==> src/hdl/mctp_pkg.sv <==
// shared types and constants for the multi-channel tick pwm block
// used by the controller, the datapath and the top level; depends on nothing

package mctp_pkg;

    localparam int CHAN_W    = 2;
    localparam int NUM_SLOTS = 1 << CHAN_W;
    localparam int FREQ_W    = 8;
    localparam int DUTY_W    = 8;
    localparam int PCT_W     = 7;
    localparam int FULL_DUTY = 100;
    localparam int LEVELS_W  = 4;
    localparam int IN_DATA_W = 24;
    localparam int IN_USER_W = 2;
    localparam int OUT_DATA_W = 8;

    // floor(x / 100) as (x * PCT_RECIP) >> RECIP_SHIFT, exact for x below 2^17
    localparam int                 RECIP_W     = 18;
    localparam int                 RECIP_SHIFT = 24;
    localparam logic [RECIP_W-1:0] PCT_RECIP   = 18'd167773;

    typedef enum logic [1:0] {
        ACT_TICK  = 2'd0,
        ACT_START = 2'd1,
        ACT_STOP  = 2'd2,
        ACT_NONE  = 2'd3
    } action_t;

    typedef enum logic [3:0] {
        ST_IDLE,
        ST_DECODE,
        ST_DIV_P,
        ST_MUL,
        ST_SCALE,
        ST_APPLY,
        ST_STOP,
        ST_TICK,
        ST_FINISH
    } state_t;

    // controller to datapath
    typedef struct packed {
        logic capture;
        logic div_go;      // ticks per second / freq
        logic mul;
        logic scale;       // duty * period over 100
        logic write_start;
        logic write_stop;
        logic tick_step;
        logic load_out;
    } cmd_t;

    // datapath to controller
    typedef struct packed {
        action_t action;
        logic    bad_cmd;
        logic    div_done;
        logic    idx_last;
        logic    out_free;
    } sts_t;

endpackage

==> src/hdl/multi_channel_tick_pwm.sv <==
// top level of the four-channel pwm generator timed in ticks
// depends on mctp_pkg, mctp_ctrl, mctp_dp (which holds mctp_div)
//
// channel   dir  signals                    contents
// s_        in   tvalid tready tdata tuser  tuser: action; tdata: channel, freq, duty, shift
// m_        out  tvalid tready tdata        tdata: pin_levels, error
//
// one transaction at a time: a tick passes decode, one tick state per channel slot, finish and
// idle; a start passes decode, one pass of the bit-serial divider for the period (W =
// clog2(TICKS_PER_SECOND+1) quotient bits), multiply, scale, apply and finish; a stop passes
// decode, stop and finish; a rejected or unused command passes decode and finish.
// the result waits in an output register; a new item is taken once it is loaded there.
// rst_n clears all channels to stopped and all pins low.

module multi_channel_tick_pwm #(
    parameter int NUM_CHANNELS     = 4,
    parameter int TICKS_PER_SECOND = 1000
) (
    input  logic                            clk,
    input  logic                            rst_n,
    input  logic                            s_tvalid,
    output logic                            s_tready,
    input  logic [mctp_pkg::IN_DATA_W-1:0]  s_tdata,  // channel, freq_hz, duty_percent, shifted
    input  logic [mctp_pkg::IN_USER_W-1:0]  s_tuser,  // action
    output logic                            m_tvalid,
    input  logic                            m_tready,
    output logic [mctp_pkg::OUT_DATA_W-1:0] m_tdata   // pin_levels, error
);

    import mctp_pkg::*;

    cmd_t cmd;
    sts_t sts;

    mctp_ctrl u_ctrl (
        .clk      (clk),
        .rst_n    (rst_n),
        .s_tvalid (s_tvalid),
        .s_tready (s_tready),
        .cmd      (cmd),
        .sts      (sts)
    );

    mctp_dp #(
        .NUM_CHANNELS     (NUM_CHANNELS),
        .TICKS_PER_SECOND (TICKS_PER_SECOND)
    ) u_dp (
        .clk      (clk),
        .rst_n    (rst_n),
        .cmd      (cmd),
        .sts      (sts),
        .s_tdata  (s_tdata),
        .s_tuser  (s_tuser),
        .m_tvalid (m_tvalid),
        .m_tready (m_tready),
        .m_tdata  (m_tdata)
    );

endmodule

==> src/hdl/mctp_div.sv <==
// restoring divider, one quotient bit per cycle
// depends on nothing; used by mctp_dp

module mctp_div #(
    parameter int DIVIDEND_W = 17,
    parameter int DIVISOR_W  = 8
) (
    input  logic                  clk,
    input  logic                  rst_n,
    input  logic                  start,
    input  logic [DIVIDEND_W-1:0] dividend,
    input  logic [DIVISOR_W-1:0]  divisor,
    output logic [DIVIDEND_W-1:0] quotient,
    output logic                  done
);

    localparam int CNT_W = (DIVIDEND_W > 1) ? $clog2(DIVIDEND_W) : 1;
    localparam logic [CNT_W-1:0] LAST = CNT_W'(DIVIDEND_W - 1);

    logic [DIVISOR_W-1:0]  rem_reg, rem_next;
    logic [DIVIDEND_W-1:0] quo_reg, quo_next;
    logic [DIVISOR_W-1:0]  dvs_reg;
    logic [CNT_W-1:0]      cnt_reg, cnt_next;
    logic                  busy_reg, busy_next;
    logic                  done_reg, done_next;
    logic [DIVISOR_W:0]    shifted;
    logic [DIVISOR_W:0]    diff;
    logic                  fits;

    assign shifted = {rem_reg, quo_reg[DIVIDEND_W-1]};
    assign fits    = shifted >= {1'b0, dvs_reg};
    assign diff    = shifted - {1'b0, dvs_reg};

    always_comb
    begin
        rem_next  = rem_reg;
        quo_next  = quo_reg;
        cnt_next  = cnt_reg;
        busy_next = busy_reg;
        done_next = 1'b0;
        if (start)
        begin
            rem_next  = '0;
            quo_next  = dividend;
            cnt_next  = '0;
            busy_next = 1'b1;
        end
        else if (busy_reg)
        begin
            // remainder stays below the divisor, so it fits back in DIVISOR_W bits
            rem_next = fits ? diff[DIVISOR_W-1:0] : shifted[DIVISOR_W-1:0];
            quo_next = {quo_reg[DIVIDEND_W-2:0], fits};
            cnt_next = cnt_reg + 1'b1;
            if (cnt_reg == LAST)
            begin
                busy_next = 1'b0;
                done_next = 1'b1;
            end
        end
    end

    always_ff @(posedge clk or negedge rst_n)
    begin
        if (!rst_n)
        begin
            busy_reg <= 1'b0;
            done_reg <= 1'b0;
            cnt_reg  <= '0;
        end
        else
        begin
            busy_reg <= busy_next;
            done_reg <= done_next;
            cnt_reg  <= cnt_next;
        end
    end

    always_ff @(posedge clk)
    begin
        rem_reg <= rem_next;
        quo_reg <= quo_next;
        if (start)
        begin
            dvs_reg <= divisor;
        end
    end

    assign quotient = quo_reg;
    assign done     = done_reg;

endmodule

==> src/hdl/mctp_ctrl.sv <==
// sequencing state machine for the pwm block
// depends on mctp_pkg; drives commands to mctp_dp and reads its status

module mctp_ctrl (
    input  logic          clk,
    input  logic          rst_n,
    input  logic          s_tvalid,
    output logic          s_tready,
    output mctp_pkg::cmd_t cmd,
    input  mctp_pkg::sts_t sts
);

    import mctp_pkg::*;

    state_t state_reg, state_next;

    always_ff @(posedge clk or negedge rst_n)
    begin
        if (!rst_n)
        begin
            state_reg <= ST_IDLE;
        end
        else
        begin
            state_reg <= state_next;
        end
    end

    always_comb
    begin
        state_next = state_reg;
        case (state_reg)
            ST_IDLE:
            begin
                if (s_tvalid)
                begin
                    state_next = ST_DECODE;
                end
            end
            ST_DECODE:
            begin
                case (sts.action)
                    ACT_TICK:  state_next = ST_TICK;
                    ACT_START: state_next = sts.bad_cmd ? ST_FINISH : ST_DIV_P;
                    ACT_STOP:  state_next = sts.bad_cmd ? ST_FINISH : ST_STOP;
                    default:   state_next = ST_FINISH;
                endcase
            end
            ST_DIV_P:
            begin
                if (sts.div_done)
                begin
                    state_next = ST_MUL;
                end
            end
            ST_MUL:    state_next = ST_SCALE;
            ST_SCALE:  state_next = ST_APPLY;
            ST_APPLY:  state_next = ST_FINISH;
            ST_STOP:   state_next = ST_FINISH;
            ST_TICK:
            begin
                if (sts.idx_last)
                begin
                    state_next = ST_FINISH;
                end
            end
            ST_FINISH:
            begin
                if (sts.out_free)
                begin
                    state_next = ST_IDLE;
                end
            end
            default:   state_next = ST_IDLE;
        endcase
    end

    always_comb
    begin
        cmd      = '0;
        s_tready = 1'b0;
        case (state_reg)
            ST_IDLE:
            begin
                s_tready    = 1'b1;
                cmd.capture = s_tvalid;
            end
            ST_DECODE: cmd.div_go = (sts.action == ACT_START) && !sts.bad_cmd;
            ST_MUL:    cmd.mul = 1'b1;
            ST_SCALE:  cmd.scale = 1'b1;
            ST_APPLY:  cmd.write_start = 1'b1;
            ST_STOP:   cmd.write_stop = 1'b1;
            ST_TICK:   cmd.tick_step = 1'b1;
            ST_FINISH: cmd.load_out = sts.out_free;
            default:   cmd = '0;
        endcase
    end

endmodule

==> src/hdl/mctp_dp.sv <==
// datapath: input capture, channel registers, period/width arithmetic, output register
// depends on mctp_pkg and mctp_div; commanded by mctp_ctrl

module mctp_dp #(
    parameter int NUM_CHANNELS     = 4,
    parameter int TICKS_PER_SECOND = 1000
) (
    input  logic                             clk,
    input  logic                             rst_n,
    input  mctp_pkg::cmd_t                   cmd,
    output mctp_pkg::sts_t                   sts,
    input  logic [mctp_pkg::IN_DATA_W-1:0]   s_tdata,  // channel, freq_hz, duty_percent, shifted
    input  logic [mctp_pkg::IN_USER_W-1:0]   s_tuser,  // action
    output logic                             m_tvalid,
    input  logic                             m_tready,
    output logic [mctp_pkg::OUT_DATA_W-1:0]  m_tdata   // pin_levels, error
);

    import mctp_pkg::*;

    localparam int PW = $clog2(TICKS_PER_SECOND + 1);
    localparam int DW = PW + PCT_W;
    localparam int SW = DW + RECIP_W;
    localparam logic [4:0] NCH = 5'(NUM_CHANNELS);
    localparam logic [CHAN_W-1:0] LAST_IDX = CHAN_W'(NUM_SLOTS - 1);

    typedef struct packed {
        logic [PW-1:0] cd;
        logic          nir;
        logic          level;
    } fire_t;

    // pending events fire back to back, at most two per item
    function automatic fire_t fire_due(fire_t f_in, logic [PW-1:0] per, logic [PW-1:0] hi);
        fire_t f;
        f = f_in;
        for (int n = 0; n < 2; n++)
        begin
            if (f.cd == '0)
            begin
                if (f.nir)
                begin
                    f.level = 1'b1;
                    f.cd    = hi;
                    f.nir   = 1'b0;
                end
                else
                begin
                    f.level = 1'b0;
                    f.cd    = per - hi;
                    f.nir   = 1'b1;
                end
            end
        end
        return f;
    endfunction

    action_t           act_reg;
    logic [CHAN_W-1:0] idx_reg;
    logic [FREQ_W-1:0] freq_reg;
    logic [DUTY_W-1:0] duty_reg;
    logic              shift_reg;
    logic              ch_bad;

    logic [PW-1:0]        period_reg [NUM_SLOTS];
    logic [PW-1:0]        high_reg   [NUM_SLOTS];
    logic [PW-1:0]        cd_reg     [NUM_SLOTS];
    logic [NUM_SLOTS-1:0] nir_reg;
    logic [NUM_SLOTS-1:0] run_reg;
    logic [NUM_SLOTS-1:0] levels_reg;

    logic [PW-1:0]    p_reg;
    logic [DW-1:0]    prod_reg;
    logic [PW-1:0]    h_reg;
    logic [SW-1:0]    scaled;
    logic [PCT_W-1:0] duty_sat;
    logic [PW-1:0]    div_dividend;
    logic [FREQ_W-1:0] div_divisor;
    logic [PW-1:0]    quotient;
    logic             div_done;

    logic             out_valid_reg;
    logic [LEVELS_W-1:0] out_levels_reg;
    logic             out_err_reg;
    logic             err_flag;

    fire_t start_fire;
    fire_t tick_in;
    fire_t tick_fire;

    // capture the transaction; idx walks the channels on a tick
    always_ff @(posedge clk)
    begin
        if (cmd.capture)
        begin
            act_reg   <= action_t'(s_tuser[1:0]);
            freq_reg  <= s_tdata[9:2];
            duty_reg  <= s_tdata[17:10];
            shift_reg <= s_tdata[18];
            idx_reg   <= (action_t'(s_tuser[1:0]) == ACT_TICK) ? '0 : s_tdata[1:0];
        end
        else if (cmd.tick_step)
        begin
            idx_reg <= idx_reg + 1'b1;
        end
    end

    assign ch_bad   = {3'b000, idx_reg} >= NCH;
    assign err_flag = ((act_reg == ACT_START) && ((freq_reg == '0) || ch_bad)) ||
                      ((act_reg == ACT_STOP) && ch_bad);

    assign sts.action   = act_reg;
    assign sts.bad_cmd  = err_flag;
    assign sts.div_done = div_done;
    assign sts.idx_last = idx_reg == LAST_IDX;
    assign sts.out_free = !out_valid_reg || m_tready;

    // arithmetic: period, then duty * period, then that over 100
    assign duty_sat     = (duty_reg > DUTY_W'(FULL_DUTY)) ? PCT_W'(FULL_DUTY)
                                                          : duty_reg[PCT_W-1:0];
    assign div_dividend = PW'(TICKS_PER_SECOND);
    assign div_divisor  = freq_reg;

    mctp_div #(
        .DIVIDEND_W (PW),
        .DIVISOR_W  (FREQ_W)
    ) u_div (
        .clk      (clk),
        .rst_n    (rst_n),
        .start    (cmd.div_go),
        .dividend (div_dividend),
        .divisor  (div_divisor),
        .quotient (quotient),
        .done     (div_done)
    );

    // division by 100 through the reciprocal
    assign scaled = SW'(prod_reg) * SW'(PCT_RECIP);

    always_ff @(posedge clk)
    begin
        if (cmd.mul)
        begin
            p_reg    <= quotient;
            prod_reg <= DW'(duty_sat) * DW'(quotient);
        end
        // width never exceeds the period
        if (cmd.scale)
        begin
            h_reg <= scaled[RECIP_SHIFT +: PW];
        end
    end

    always_comb
    begin
        start_fire.cd    = shift_reg ? ((p_reg >> 1) - (h_reg >> 1)) : '0;
        start_fire.nir   = 1'b0;
        start_fire.level = 1'b0;
        start_fire       = fire_due(start_fire, p_reg, h_reg);
    end

    always_comb
    begin
        tick_in.cd    = (cd_reg[idx_reg] != '0) ? cd_reg[idx_reg] - 1'b1 : cd_reg[idx_reg];
        tick_in.nir   = nir_reg[idx_reg];
        tick_in.level = levels_reg[idx_reg];
        tick_fire     = fire_due(tick_in, period_reg[idx_reg], high_reg[idx_reg]);
    end

    always_ff @(posedge clk or negedge rst_n)
    begin
        if (!rst_n)
        begin
            for (int i = 0; i < NUM_SLOTS; i++)
            begin
                period_reg[i] <= '0;
                high_reg[i]   <= '0;
                cd_reg[i]     <= '0;
            end
            nir_reg    <= '0;
            run_reg    <= '0;
            levels_reg <= '0;
        end
        else if (cmd.write_start)
        begin
            period_reg[idx_reg] <= p_reg;
            high_reg[idx_reg]   <= h_reg;
            cd_reg[idx_reg]     <= start_fire.cd;
            nir_reg[idx_reg]    <= start_fire.nir;
            run_reg[idx_reg]    <= 1'b1;
            levels_reg[idx_reg] <= start_fire.level;
        end
        else if (cmd.write_stop)
        begin
            cd_reg[idx_reg]     <= '0;
            nir_reg[idx_reg]    <= 1'b0;
            run_reg[idx_reg]    <= 1'b0;
            levels_reg[idx_reg] <= 1'b0;
        end
        else if (cmd.tick_step && run_reg[idx_reg])
        begin
            cd_reg[idx_reg]     <= tick_fire.cd;
            nir_reg[idx_reg]    <= tick_fire.nir;
            levels_reg[idx_reg] <= tick_fire.level;
        end
    end

    // result register, free again once the transaction is taken
    always_ff @(posedge clk or negedge rst_n)
    begin
        if (!rst_n)
        begin
            out_valid_reg <= 1'b0;
        end
        else if (cmd.load_out)
        begin
            out_valid_reg <= 1'b1;
        end
        else if (m_tready)
        begin
            out_valid_reg <= 1'b0;
        end
    end

    always_ff @(posedge clk)
    begin
        if (cmd.load_out)
        begin
            out_levels_reg <= levels_reg[LEVELS_W-1:0];
            out_err_reg    <= err_flag;
        end
    end

    assign m_tvalid = out_valid_reg;
    assign m_tdata  = {3'b000, out_err_reg, out_levels_reg};

endmodule
==> config.mk <==
export PLATFORM = sky130hd
export DESIGN_NAME = multi_channel_tick_pwm
export DESIGN_NICKNAME = d
export VERILOG_FILES = /design/src/hdl/mctp_pkg.sv /design/src/hdl/multi_channel_tick_pwm.sv /design/src/hdl/mctp_div.sv /design/src/hdl/mctp_ctrl.sv /design/src/hdl/mctp_dp.sv
export SDC_FILE = /design/constraint.sdc
export NUM_CORES = 1
export LEC_CHECK = 0
export BUFFER_PORTS_ARGS = -buffer_cell sky130_fd_sc_hd__buf_2
export CAP_MARGIN = 30
export CORE_MARGIN = 3
export CORE_UTILIZATION = 40
export DETAILED_ROUTE_END_ITERATION = 10
export SLEW_MARGIN = 10
export SYNTH_ARGS = -nofsm -noshare
export SYNTH_HDL_FRONTEND = slang
export SYNTH_HIERARCHICAL = 1
export SYNTH_SLANG_ARGS = --single-unit
==> constraint.sdc <==
create_clock -name clk -period 7.4 [get_ports clk]
set_input_delay 1.11 -clock clk [delete_from_list [all_inputs] [get_ports clk]]
set_output_delay 1.11 -clock clk [all_outputs]
set_load 0.03 [all_outputs]
---- Word-level counts from Yosys, hierarchy flattened ----
Index checks and enable logic that the tools add are counted.
operators by class
  add/subtract/negate cells ............... 7
  multiply operators ...................... 2
  $lt $le $gt $ge ......................... 6
  equal/unequal tests ..................... 16
  mux-type cells .......................... 79
  bitwise operators ....................... 8
  reduce and logical (&&, ||, !) cells .... 24
operator list
  operator                                                                count
  40-bit bitwise mux                                                      4
  40-bit two-way mux                                                      3
  10-bit two-way mux                                                      9
  12-bit two-way mux                                                      7
  4-bit two-way mux                                                       16
  10-bit binary-select mux with 2-bit select                              3
  40-bit bitwise AND                                                      1
  10-bit logical NOT                                                      4
  40-bit NOT                                                              1
  17-bit by 18-bit multiplier with 34-bit output (second input constant)  1
  4-bit one-hot mux with 8 select lines                                   1
  1-bit two-way mux                                                       21
  10-bit demux with 2-bit select                                          1
  10-bit subtractor                                                       2
  7-bit by 10-bit multiplier with 17-bit output                           1
  4-bit bitwise mux                                                       4
  4-bit by 3-bit == test with 1-bit output (second input constant)        4
  4-bit bitwise AND                                                       3
  4-bit one-hot mux with 3 select lines                                   1
  10-bit nonzero test                                                     1
  10-bit by 1-bit subtractor with 10-bit output (second input constant)   1
  9-bit by 9-bit subtractor with 10-bit output                            1
  9-bit by 8-bit >= comparator with 1-bit output                          1
  4-bit by 2-bit == test with 1-bit output (second input constant)        2
  other kinds (32)                                                        49
storage, ports and cells
  register bits after elaboration ......... 232
  input port bits ......................... 30
  output and inout port bits .............. 10
  logic and storage cells ................. 175

---- Depth between registers and ports, before layout ----
Gate-level depths: netlist of the first run.
  depth after elaboration ................. 14
  gate-level depth with buffers ........... 24
  gate-level depth less buffers ........... 24

---- By module ----
The synthesis of the first run kept the hierarchy.
modules (own cells, without submodules)
  module     instances  cells an instance  area an instance (um2)  seq. area each (um2)
  mctp_dp    1          1727               17873.4                 5220.0
  mctp_div   1          150                1711.6                  850.8
  mctp_ctrl  1          47                 409.1                   100.1

---- Least setup slack after synthesis of the first run ----
Ideal clock, no wire load.
  path type ............................... register -> register
  from .................................... register u_dp.prod_reg[3]
  to ...................................... register u_dp.h_reg[8] (data pin)
  library setup time ...................... 258 ps
  arrival time ............................ 5934 ps
  required time ........................... 7142 ps
  setup slack ............................. 1208 ps
  stages on the path, launching flop included .. 23
  buffers on the path ..................... 0
  clock period less this slack ............ 6192 ps
  path through ............................ edfxtp_1 -> fa_1 -> inv_1 -> fa_1 -> inv_1 -> fa_1 -> fa_1 -> fa_1 -> inv_1 -> fa_1 -> inv_1 -> ha_1 -> a21o_1 -> a21o_1 -> a21o_1 -> a21oi_1 -> o211ai_1 -> o2bb2ai_1 -> a2111oi_0 -> nor3_1 -> o31a_1 -> nor2_1 -> xnor2_1
between the ends
  cells in the longest elaborated chain, start to end .. 1
RTL lines
  item                                            line            source
  start: declaration                              mctp_dp.sv:73   logic [DW-1:0] prod_reg;
  start signal: assignment                        mctp_dp.sv:145  prod_reg <= DW'(duty_sat) * DW'(quotient);
  17-bit by 18-bit multiplier with 34-bit output  mctp_dp.sv:138  assign scaled = SW'(prod_reg) * SW'(PCT_RECIP);
  named net u_dp.scaled[32]                       mctp_dp.sv:75   logic [SW-1:0] scaled;
  end signal: assignment                          mctp_dp.sv:150  h_reg <= scaled[RECIP_SHIFT +: PW];
  end: declaration                                mctp_dp.sv:74   logic [PW-1:0] h_reg;
The timed path passes the listed nets, and every way through them passes these cells.
A chain may end at the register's enable or synchronous reset.

---- Worst setup path in the final report of the first run ----
  from .................................... register u_dp.prod_reg[2]
  to ...................................... register u_dp.h_reg[8] (data pin)
The elaborated chain is that of the path after synthesis.

==> run metrics, run 1 <==
endpoints failing setup 0; commonest non-fill, non-tap cell in the layout inv_1; CP Data Required Time 7700 ps; total of flip-flops plus latches after synthesis around 230; DR pass1 iterations 5; Least-Margin Pin Slew 1000 ps; Cells after Synth 1,924; hold buffers post-CTS 0; Synth Area in Compound Gates 12.51%; Critical Path Fanout Max 5; Sequential Area roughly 6200 sq um; Setup Fix Bufs, Post-CTS 0; Fillers ~4,600; fin crit share around 88%; design area roughly 22,000 sq um; wire per inst between 15 and 20 um; Die Wd ~230 um; fin cells roughly 2,600; Multi-input gate area about 13,000 sq um; Final min period around 6500 ps; Primary FF master, synth dfrtp_1; Final #Nets roughly 2,300; Placed Cells incl. Taps around 2,600; initial antenna violation count 1; Worst setup SP type register; clock tree buffer depth 3; # diodes 0; outcome finished, final reports clean; Post-CTS Resized 0; hold path depth 0; CTS Buf Count 27; yosys warns 6; CTS tree yes; Port Buf Inserts 31; row cnt 81; largest net degree at the start of global routing 66; fin. max-slew vios 0; CP endpoint kind register; Initial Util between 40% and 50%; Syn Area/Cell ~10 sq um; io pins 40; fmax 153.5 MHz; residual DRC count 0; sequential area share after synthesis between 30% and 40%; Clock Sinks 232; DR iter-0 viols 818; via count about 14,000; DIE AREA about 53,000 sq um; gr ovfl total 0; slew margin rel. between 30% and 40%; Post-synth EDFFs 81; Worst Hold Class reg2reg; CTS H-tree depth 1; Post-Synth Simple-Gate Area roughly an eighth; max cap viols 0; mux share of post-synthesis cell area under 10%; Adder-Cell Fraction of Synth Area 28.25%; CP arrival slightly below 7000 ps; number of global-route vias before repair 14,420; clock skew between 15 and 20 ps; total negative setup slack 0 ps; clock slew at reported path FFs ~60 ps; Die Ht around 230 um; Post-DP Area around 21,000 sq um; drt via density approximately 5.3; layout cells sized above 1 between 10% and 20%; critical path class reg2reg; RSZ-0062 raised after global routing false; RD Place Congestion roughly 0.92; most frequent cells in the layout 269 x inv_1, 209 x ha_1, 151 x fa_1, 150 x nand2_1, 143 x dfrtp_1; main combinational cell family by area after synthesis adder cells; Skew-Pair Late Insertion Delay ~550 ps; overall routing resource usage approximately 18%; area grow syn2layout 8.917%; path depth of the worst reg2reg path 22; core area about 49,000 sq um; Syn Std Cell Area ~20,000 sq um; XOR/XNOR Fraction of Synth Area about 2.3%; Final Hold Viols 0; antenna violation net count after detailed routing 0; Post-synth ARST share just over 60%; post-synthesis cell type count 100; clock root cell clkbuf_16; Routed WL around 47,000 um; dpl hpwl approximately 36,000 um; global-route wire length before repair about 77,000 um
-- path summary, 6_finish.rpt --
kind | slack, ps | from | to
max in group asynchronous | 5690 | rst_n | u_dp/high_reg[27]
max reg2reg | 880 | u_dp/prod_reg[2] | u_dp/h_reg[8]
min | 450 | u_dp/div_divisor[6] | u_dp/u_div/dvs_reg[6]
min reg2reg | 450 | u_dp/div_divisor[6] | u_dp/u_div/dvs_reg[6]
max | 880 | u_dp/prod_reg[2] | u_dp/h_reg[8]
min in group asynchronous | 540 | rst_n | u_dp/period_reg[30]
-- cell usage after synthesis (10+ instances only) --
cell type	instances	share of area [%]
mux2i_1	20	1.0
o21ai_0	93	2.3
nor2b_1	26	0.81
a21o_1	23	0.86
xor2_1	16	0.70
dfrtp_1	143	18
nand3_1	14	0.35
inv_1	269	5.1
nor4_1	12	0.38
clkbuf_1	40	0.75
o22ai_1	10	0.31
mux4_2	28	3.2
a211oi_1	13	0.49
nor3_1	34	0.85
nand2b_1	12	0.38
a21oi_1	72	1.8
and2_1	16	0.50
nand2_1	150	2.8
ha_1	209	13
mux2_2	52	2.9
xnor2_1	37	1.6
and3_1	37	1.2
nor2_1	113	2.1
edfxtp_1	81	12
fa_1	151	15
o21a_1	13	0.49
-- layout make-up --
class | instances | area share (%)
clock buffers | 33 | 3.350
clock inverters | 17 | 0.8561
well taps | 664 | 3.815
inverters | 270 | 4.654
repair buffers | 50 | 1.546
multi-input cells | 1365 | 57.44
flip-flops and latches | 232 | 28.34
-- metrics by stage --
step / util, % / hold WS (ps) / worst slack [ps]
finish: 44.30 / 454.4 / 883.5
global route: 44.30 / 470.9 / 449.5
CTS: 44.30 / 461.7 / 809.7
detailed placement: 42.44 / 440.2 / 816.9
global placement: 42.37 / 435.6 / 854.2
floorplan: - / 416.9 / 1208
-- layer usage --
layer | share of wire, % | track usage [%]
met1 | 48 | 25.85
met2 | 47 | 29.27
met3 | 3.8 | 2.040
met4 | 1.6 | 3.667
met5 | 0 | 0
-- kinds of logic after synthesis --
group / after synthesis
AO/OA/AOI/OAI: 365
XOR/XNOR: 53
adder cells (fa/ha/maj): 361
buffers and inverters: 338
flip-flops: 232
multiplexers: 103
other: 2
AND/OR/NAND/NOR: 470
-- critical path: stages, from the launching register on --
cell and delay [ps]:
edfxtp_1 510, fa_1 640, inv_1 80, fa_1 500, inv_1 50, fa_1 510
inv_1 60, fa_1 530, inv_1 50, fa_1 510, fa_1 440, ha_1 310
o2111ai_1 140, nor2_1 90, a211oi_1 210, o31a_1 300, o2bb2ai_1 170, a2111oi_0 420
buf_4 190, nor3_1 70, o31a_1 310, nor2_1 120, xnor2_1 70
Power of run 1 is not shown: default switching activity piles up to over one toggle a cycle in this logic, so the estimate is an artifact.
==> inputs of run 2 (changes only) <==
- CORE_ASPECT_RATIO: unset -> 1.25
==> run 2 against run 1 <==
Effect of this change:
- utilization is 0.26 points lower
- clock skew is 0.66 ps higher
- setup slack worse by 66 ps
- die area hardly changed
- final area hardly changed
- register-to-register slack worse by 70 ps
- via count hardly changed
- first-iteration DRC count is 12% lower
- non-clock buffer count is 3 higher
- critical path type unchanged
==> run metrics, run 2 (synthesized netlist as in run 1, its figures left out) <==
Sequential Area 6171 sq um (unchanged); overall routing resource usage 17.89% (-0.037 points); Worst Hold Class reg2reg; Die Wd 206.0 um (-10%); critical path startpoint u_dp/prod_reg[2]; Routed WL 46,780 um (+0.25%); clock root cell clkbuf_16; initial antenna violation count 0 (-1); Worst setup SP type register; total negative setup slack 0 ps (unchanged); endpoints failing setup 0 (unchanged); global-route wire length before repair 76,460 um (-0.95%); residual DRC count 0 (unchanged); fin crit share 88.95% (+0.89 points); DIE AREA 52,720 sq um (about the same); met3 Use GR 2.379% (+0.34 points); Multi-input gate area 12,510 sq um (unchanged); clock slew at reported path FFs 60 ps (about the same); row cnt 91 (+12%); DR iter-0 viols 716 (-12%); Skew-Pair Late Insertion Delay 540 ps (about the same); critical path endpoint u_dp/h_reg[8]; Post-DP Area 20,830 sq um (-0.16%); critical path class reg2reg; Final min period 6582 ps (+65.92 ps); commonest non-fill, non-tap cell in the layout inv_1; CP endpoint kind register; RD Place Congestion 0.8908 (-2.7%); Port Buf Inserts 31 (unchanged); largest net degree at the start of global routing 78 (+18%); CTS tree yes; Crit path top cell by count fa_1; core area 49,410 sq um (+0.53%); clock skew 15.81 ps (+0.6572 ps); area grow syn2layout 8.849% (about the same); layout cells sized above 1 11.47% (+0.084 points); CP arrival 6870 ps (+60 ps); clock tree buffer depth 3 (unchanged); CTS H-tree depth 1 (unchanged); via count 14,030 (+0.014%); design area 21,760 sq um (about the same); drt via density 5.354 (+0.40%); Least-Margin Pin Slew 988.9 ps (-11.55 ps); GR Util met2 31.25% (+2.0 points); dpl hpwl 36,400 um (+0.68%); fmax 151.9 MHz (-1.0%); antenna violation net count after detailed routing 0 (unchanged); io pins 40 (unchanged); most frequent cells in the layout 269 x inv_1, 209 x ha_1, 151 x fa_1, 150 x nand2_1, 143 x dfrtp_1; CP Data Required Time 7690 ps (about the same); gr ovfl total 0 (unchanged); Die Ht 256.0 um (+11%); flop-to-flop setup slack 820 ps (-70 ps); wire per inst 17.85 um (+0.63%); GRT Max-Usage Layer met2; worst r2r dst u_dp/h_reg[8]; fin cells 2,621 (-0.38%); Fillers 4,782 (+3.7%); Final Hold Viols 0 (unchanged); Final #Nets 2,339 (+0.13%); r2r startpoint u_dp/prod_reg[2]; Initial Util 40.46% (-0.22 points); Clock Sinks 232 (unchanged); outcome finished, final reports clean; max cap viols 0 (unchanged); fin. max-slew vios 0 (unchanged); Post-CTS Resized 0 (unchanged); hold buffers post-CTS 0 (unchanged); DR pass1 iterations 5 (unchanged); pre-CTS setup slack 779.6 ps (-37.30 ps); # diodes 0 (unchanged); slew margin rel. 33.94% (+0.77 points); Worst path max stage delay 660 ps (+20 ps); Setup Fix Bufs, Post-CTS 0 (unchanged); CP Cell Sequence fa_1 > inv_1 > fa_1 > inv_1 > fa_1 > inv_1 > fa_1 > inv_1 > fa_1 > fa_1 > ha_1 > o2111ai_1 > nor2_1 > a211oi_1 > o31a_1 > o2bb2ai_1 > a2111oi_0 > buf_4 > nor3_1 > o31a_1 > nor2_1 > xnor2_1; RSZ-0062 raised after global routing false; GR Util met1 22.95% (-2.9 points); number of global-route vias before repair 14,470 (+0.37%); CTS Buf Count 27 (unchanged); Worst path slowest cell fa_1; Placed Cells incl. Taps 2,569 (-0.46%); Critical Path Fanout Max 5 (unchanged); slack of the critical path 817.5 ps (-65.92 ps); path depth of the worst reg2reg path 22 (unchanged)
run 2: changes by cell type in the layout (fill, tap and decap cells not counted), sizes merged:
cell,before,now
clkbuf,33,40
buf,50,53
inv,273,270
bufinv,3,1
clkinvlp,2,0
run 2: layout make-up:
cell class                 count  share of cell area, %
multi-input combinational   1365                  57.48
sequential                   232                  28.35
inverter                     270                  4.657
clock buffer                  40                  3.748
tap                          651                  3.743
timing repair buffer          53                  1.627
clock inverter                10                 0.3909
run 2: how the worst min path moves through the flow:
stage / cells after the start / slack (ps) / startpoint / endpoint
after floorplan: 0 / 420 / u_dp/div_divisor[4] / u_dp/u_div/dvs_reg[4]
after global placement: 0 / 430 / u_dp/div_divisor[4] / u_dp/u_div/dvs_reg[4]
after detailed placement: 0 / 430 / u_dp/div_divisor[4] / u_dp/u_div/dvs_reg[4]
after CTS: 0 / 450 / u_dp/div_divisor[4] / u_dp/u_div/dvs_reg[4]
after global routing: 0 / 470 / u_dp/div_divisor[4] / u_dp/u_div/dvs_reg[4]
final: 0 / 450 / u_dp/div_divisor[4] / u_dp/u_div/dvs_reg[4]
run 2: metrics by stage:
| stage | hold slack [ps] | util, % |
|---|---|---|
| final | 451.5 | 44.04 |
| after global routing | 468.7 | 44.04 |
| after CTS | 448.6 | 43.97 |
| after detailed placement | 434.9 | 42.15 |
| after global placement | 426.0 | 42.12 |
| after floorplan | 416.9 | - |
run 2: routing by layer:
metal,wire length [um],part of all wire (%)
met5,0,0
met4,1655,3.5
met3,1692,3.6
met2,23820,51
met1,19610,42
run 2: worst max-delay path: cells and delay by family (launching register included):
family | cells | cell delay [ps]
AO/OA/AOI/OAI | 6 | 1580
buffers and inverters | 5 | 430
XOR/XNOR | 1 | 70
AND/OR/NAND/NOR | 3 | 260
adder cells (fa/ha/maj) | 7 | 3460
flip-flops | 1 | 510
Power of run 2 is left out for the same reason.
==> inputs of run 3 (changes only) <==
- ABC_AREA: unset -> 1
- CORE_ASPECT_RATIO: 1.25 -> unset
==> run 3 against run 2 <==
Effect of this change:
- critical path depth increased by 4
- clock skew increased by 21 ps
- worst hold slack got worse by 4.8 ps
- global-route usage increased by 1.8 points
- cell count increased by 25%
- setup slack improved by 630 ps
- critical path type unchanged
- highest routed layer unchanged
==> run metrics, run 3 <==
via count 16,970 (+21%); Final #Nets 2,973 (+27%); pre-CTS setup slack 1498 ps (+718.1 ps); io pins 40 (unchanged); CP endpoint kind register; Port Buf Inserts 31 (unchanged); Multi-input gate area 12,680 sq um (+1.4%); Primary FF master, synth dfrtp_1; yosys warns 6 (unchanged); row cnt 82 (-9.9%); top cells by area, synth dfrtp_1 17%, fa_1 15%, ha_1 13%, nand2_1 12%, edfxtp_1 12%; most common cell in the netlist nand2_1; Crit path top cell by count inv_1; Worst setup SP type register; Setup Fix Bufs, Post-CTS 0 (unchanged); Post-synth top cells 671 x nand2_1, 378 x inv_1, 209 x ha_1, 182 x nor2_1, 168 x o21ai_0; layout cells sized above 1 6.375% (-5.1 points); clock tree buffer depth 3 (unchanged); clock slew at reported path FFs 60 ps (about the same); # diodes 0 (unchanged); slack of the critical path 1444 ps (+626.2 ps); most frequent cells in the layout 670 x nand2_1, 378 x inv_1, 209 x ha_1, 182 x nor2_1, 168 x o21ai_0; Worst path top cell family by delay adder cells; initial antenna violation count 0 (unchanged); DIE AREA 54,280 sq um (+2.9%); Sequential Area 6171 sq um (unchanged); Critical path buffers and inverters 6 (+1); CP Data Required Time 7760 ps (+70 ps); critical path class reg2reg; global-route wire length before repair 86,680 um (+13%); area leader, netlist dfrtp_1; CTS H-tree depth 1 (unchanged); Skew-Pair Late Insertion Delay 570 ps (+30 ps); sequential area share after synthesis 29.95% (-0.92 points); RD Place Congestion 0.9347 (+4.9%); dpl hpwl 40,440 um (+11%); total of flip-flops plus latches after synthesis 232 (unchanged); antenna violation net count after detailed routing 0 (unchanged); residual DRC count 0 (unchanged); clock root cell clkbuf_16; Clock Sinks 232 (unchanged); commonest non-fill, non-tap cell in the layout nand2_1; Post-CTS Resized 0 (unchanged); share of the synthesized area in the top cell type 17.37% (-0.53 points); endpoints failing setup 0 (unchanged); wire per inst 16.19 um (-9.3%); Syn Std Cell Area 20,610 sq um (+3.1%); core area 50,480 sq um (+2.2%); fin. max-slew vios 0 (unchanged); Post-synth ARST share 61.64% (unchanged); Final Hold Viols 0 (unchanged); Syn Area/Cell 8.049 sq um (-23%); Final min period 5956 ps (-626.2 ps); area grow syn2layout 9.126%; overall routing resource usage 19.70% (+1.8 points); Critical Path Fanout Max 8 (+3); Fillers 5,001 (+4.6%); fin crit share 80.49% (-8.5 points); max cap viols 0 (unchanged); CTS tree yes; Routed WL 53,040 um (+13%); Post-synth EDFFs 81 (unchanged); Initial Util 40.82% (+0.36 points); Cells after Synth 2,560 (+33%); DR pass1 iterations 6 (+1); DR iter-0 viols 1,540 (+120%); RSZ-0062 raised after global routing false; CTS Buf Count 27 (unchanged); Worst path max stage delay 570 ps (-90 ps); Die Ht 233.0 um (-9.0%); fmax 167.9 MHz (+11%); outcome finished, final reports clean; clock skew 36.91 ps (+21.10 ps); drt via density 5.181 (-3.2%); number of global-route vias before repair 16,580 (+15%); Worst path slowest cell fa_1; largest net degree at the start of global routing 91 (+17%); Worst Hold Class reg2reg; gr ovfl total 0 (unchanged); hold buffers post-CTS 0 (unchanged); Die Wd 233.0 um (+13%); Least-Margin Pin Slew 919.2 ps (-69.63 ps); total negative setup slack 0 ps (unchanged); CP arrival 6320 ps (-550 ps); post-synthesis cell type count 56 (-44%); slew margin rel. 38.50% (+4.6 points)
-- run 3: cell families after synthesis --
logic type | share of synthesized area [%]
xor+xnor | 1.955
fa+ha+maj | 27.36
flops | 29.95
compound gates | 10.31
buf+inv | 8.774
other cells | 0.03645
simple gates | 21.62
-- run 3: path summary, 6_finish.rpt --
check	startpoint	to	slack (ps)	cells after the start
max in group asynchronous	rst_n	u_dp/u_div/done	5450	2
max	u_dp/duty_reg[1]	u_dp/prod_reg[14]	1440	26
min reg2reg	u_dp/div_divisor[1]	u_dp/u_div/dvs_reg[1]	450	0
max reg2reg	u_dp/duty_reg[1]	u_dp/prod_reg[14]	1440	26
min in group asynchronous	rst_n	u_dp/high_reg[15]	610	1
min	u_dp/div_divisor[1]	u_dp/u_div/dvs_reg[1]	450	0
-- run 3: per-stage QoR --
step	util, %	area, sq um	hold slack, ps	instances
3_5_place_dp	42.61	21510	434.9	3224
2_1_floorplan	-	20650	416.9	2571
6_report	44.55	22490	446.7	3276
4_1_cts	44.51	22470	448.1	3274
3_3_place_gp	42.54	21470	442.3	3221
5_1_grt	44.55	22490	465.7	3276
-- run 3: per-layer routing --
metal  up-vias  wire length (um)  GRT usage, %
li1       8269                 -             -
met1      8165             24500         27.85
met2       470             24840         32.78
met3        69              2799         2.326
met4         0               897         3.695
met5         -                 0             0
-- run 3: area by class of cell --
| type | instances | share of cell area, % |
|---|---|---|
| inverter | 391 | 6.527 |
| sequential | 232 | 27.44 |
| clock inverter | 16 | 0.9125 |
| tap | 672 | 3.739 |
| clock buffer | 34 | 3.344 |
| timing repair buffer | 56 | 1.641 |
| multi-input combinational | 1875 | 56.39 |
-- run 3: worst reg2reg max path, stage by stage (launching register included) --
cell and delay [ps]:
edfxtp_1 360, inv_1 80, a21oi_1 60, o311ai_0 300, nand2_1 180, inv_1 120
nand2_1 260, inv_1 200, nand2_1 90, fa_1 560, fa_1 440, fa_1 570
inv_1 60, fa_1 530, ha_1 350, inv_1 40, o21ai_0 480, a21o_1 180
a21oi_1 80, nor2_1 100, nor2_1 40, o21bai_1 160, nand2_1 70, inv_1 70
o21ai_0 80, nand2_1 80, xor2_1 220
Power of run 3 is left out for the same reason.
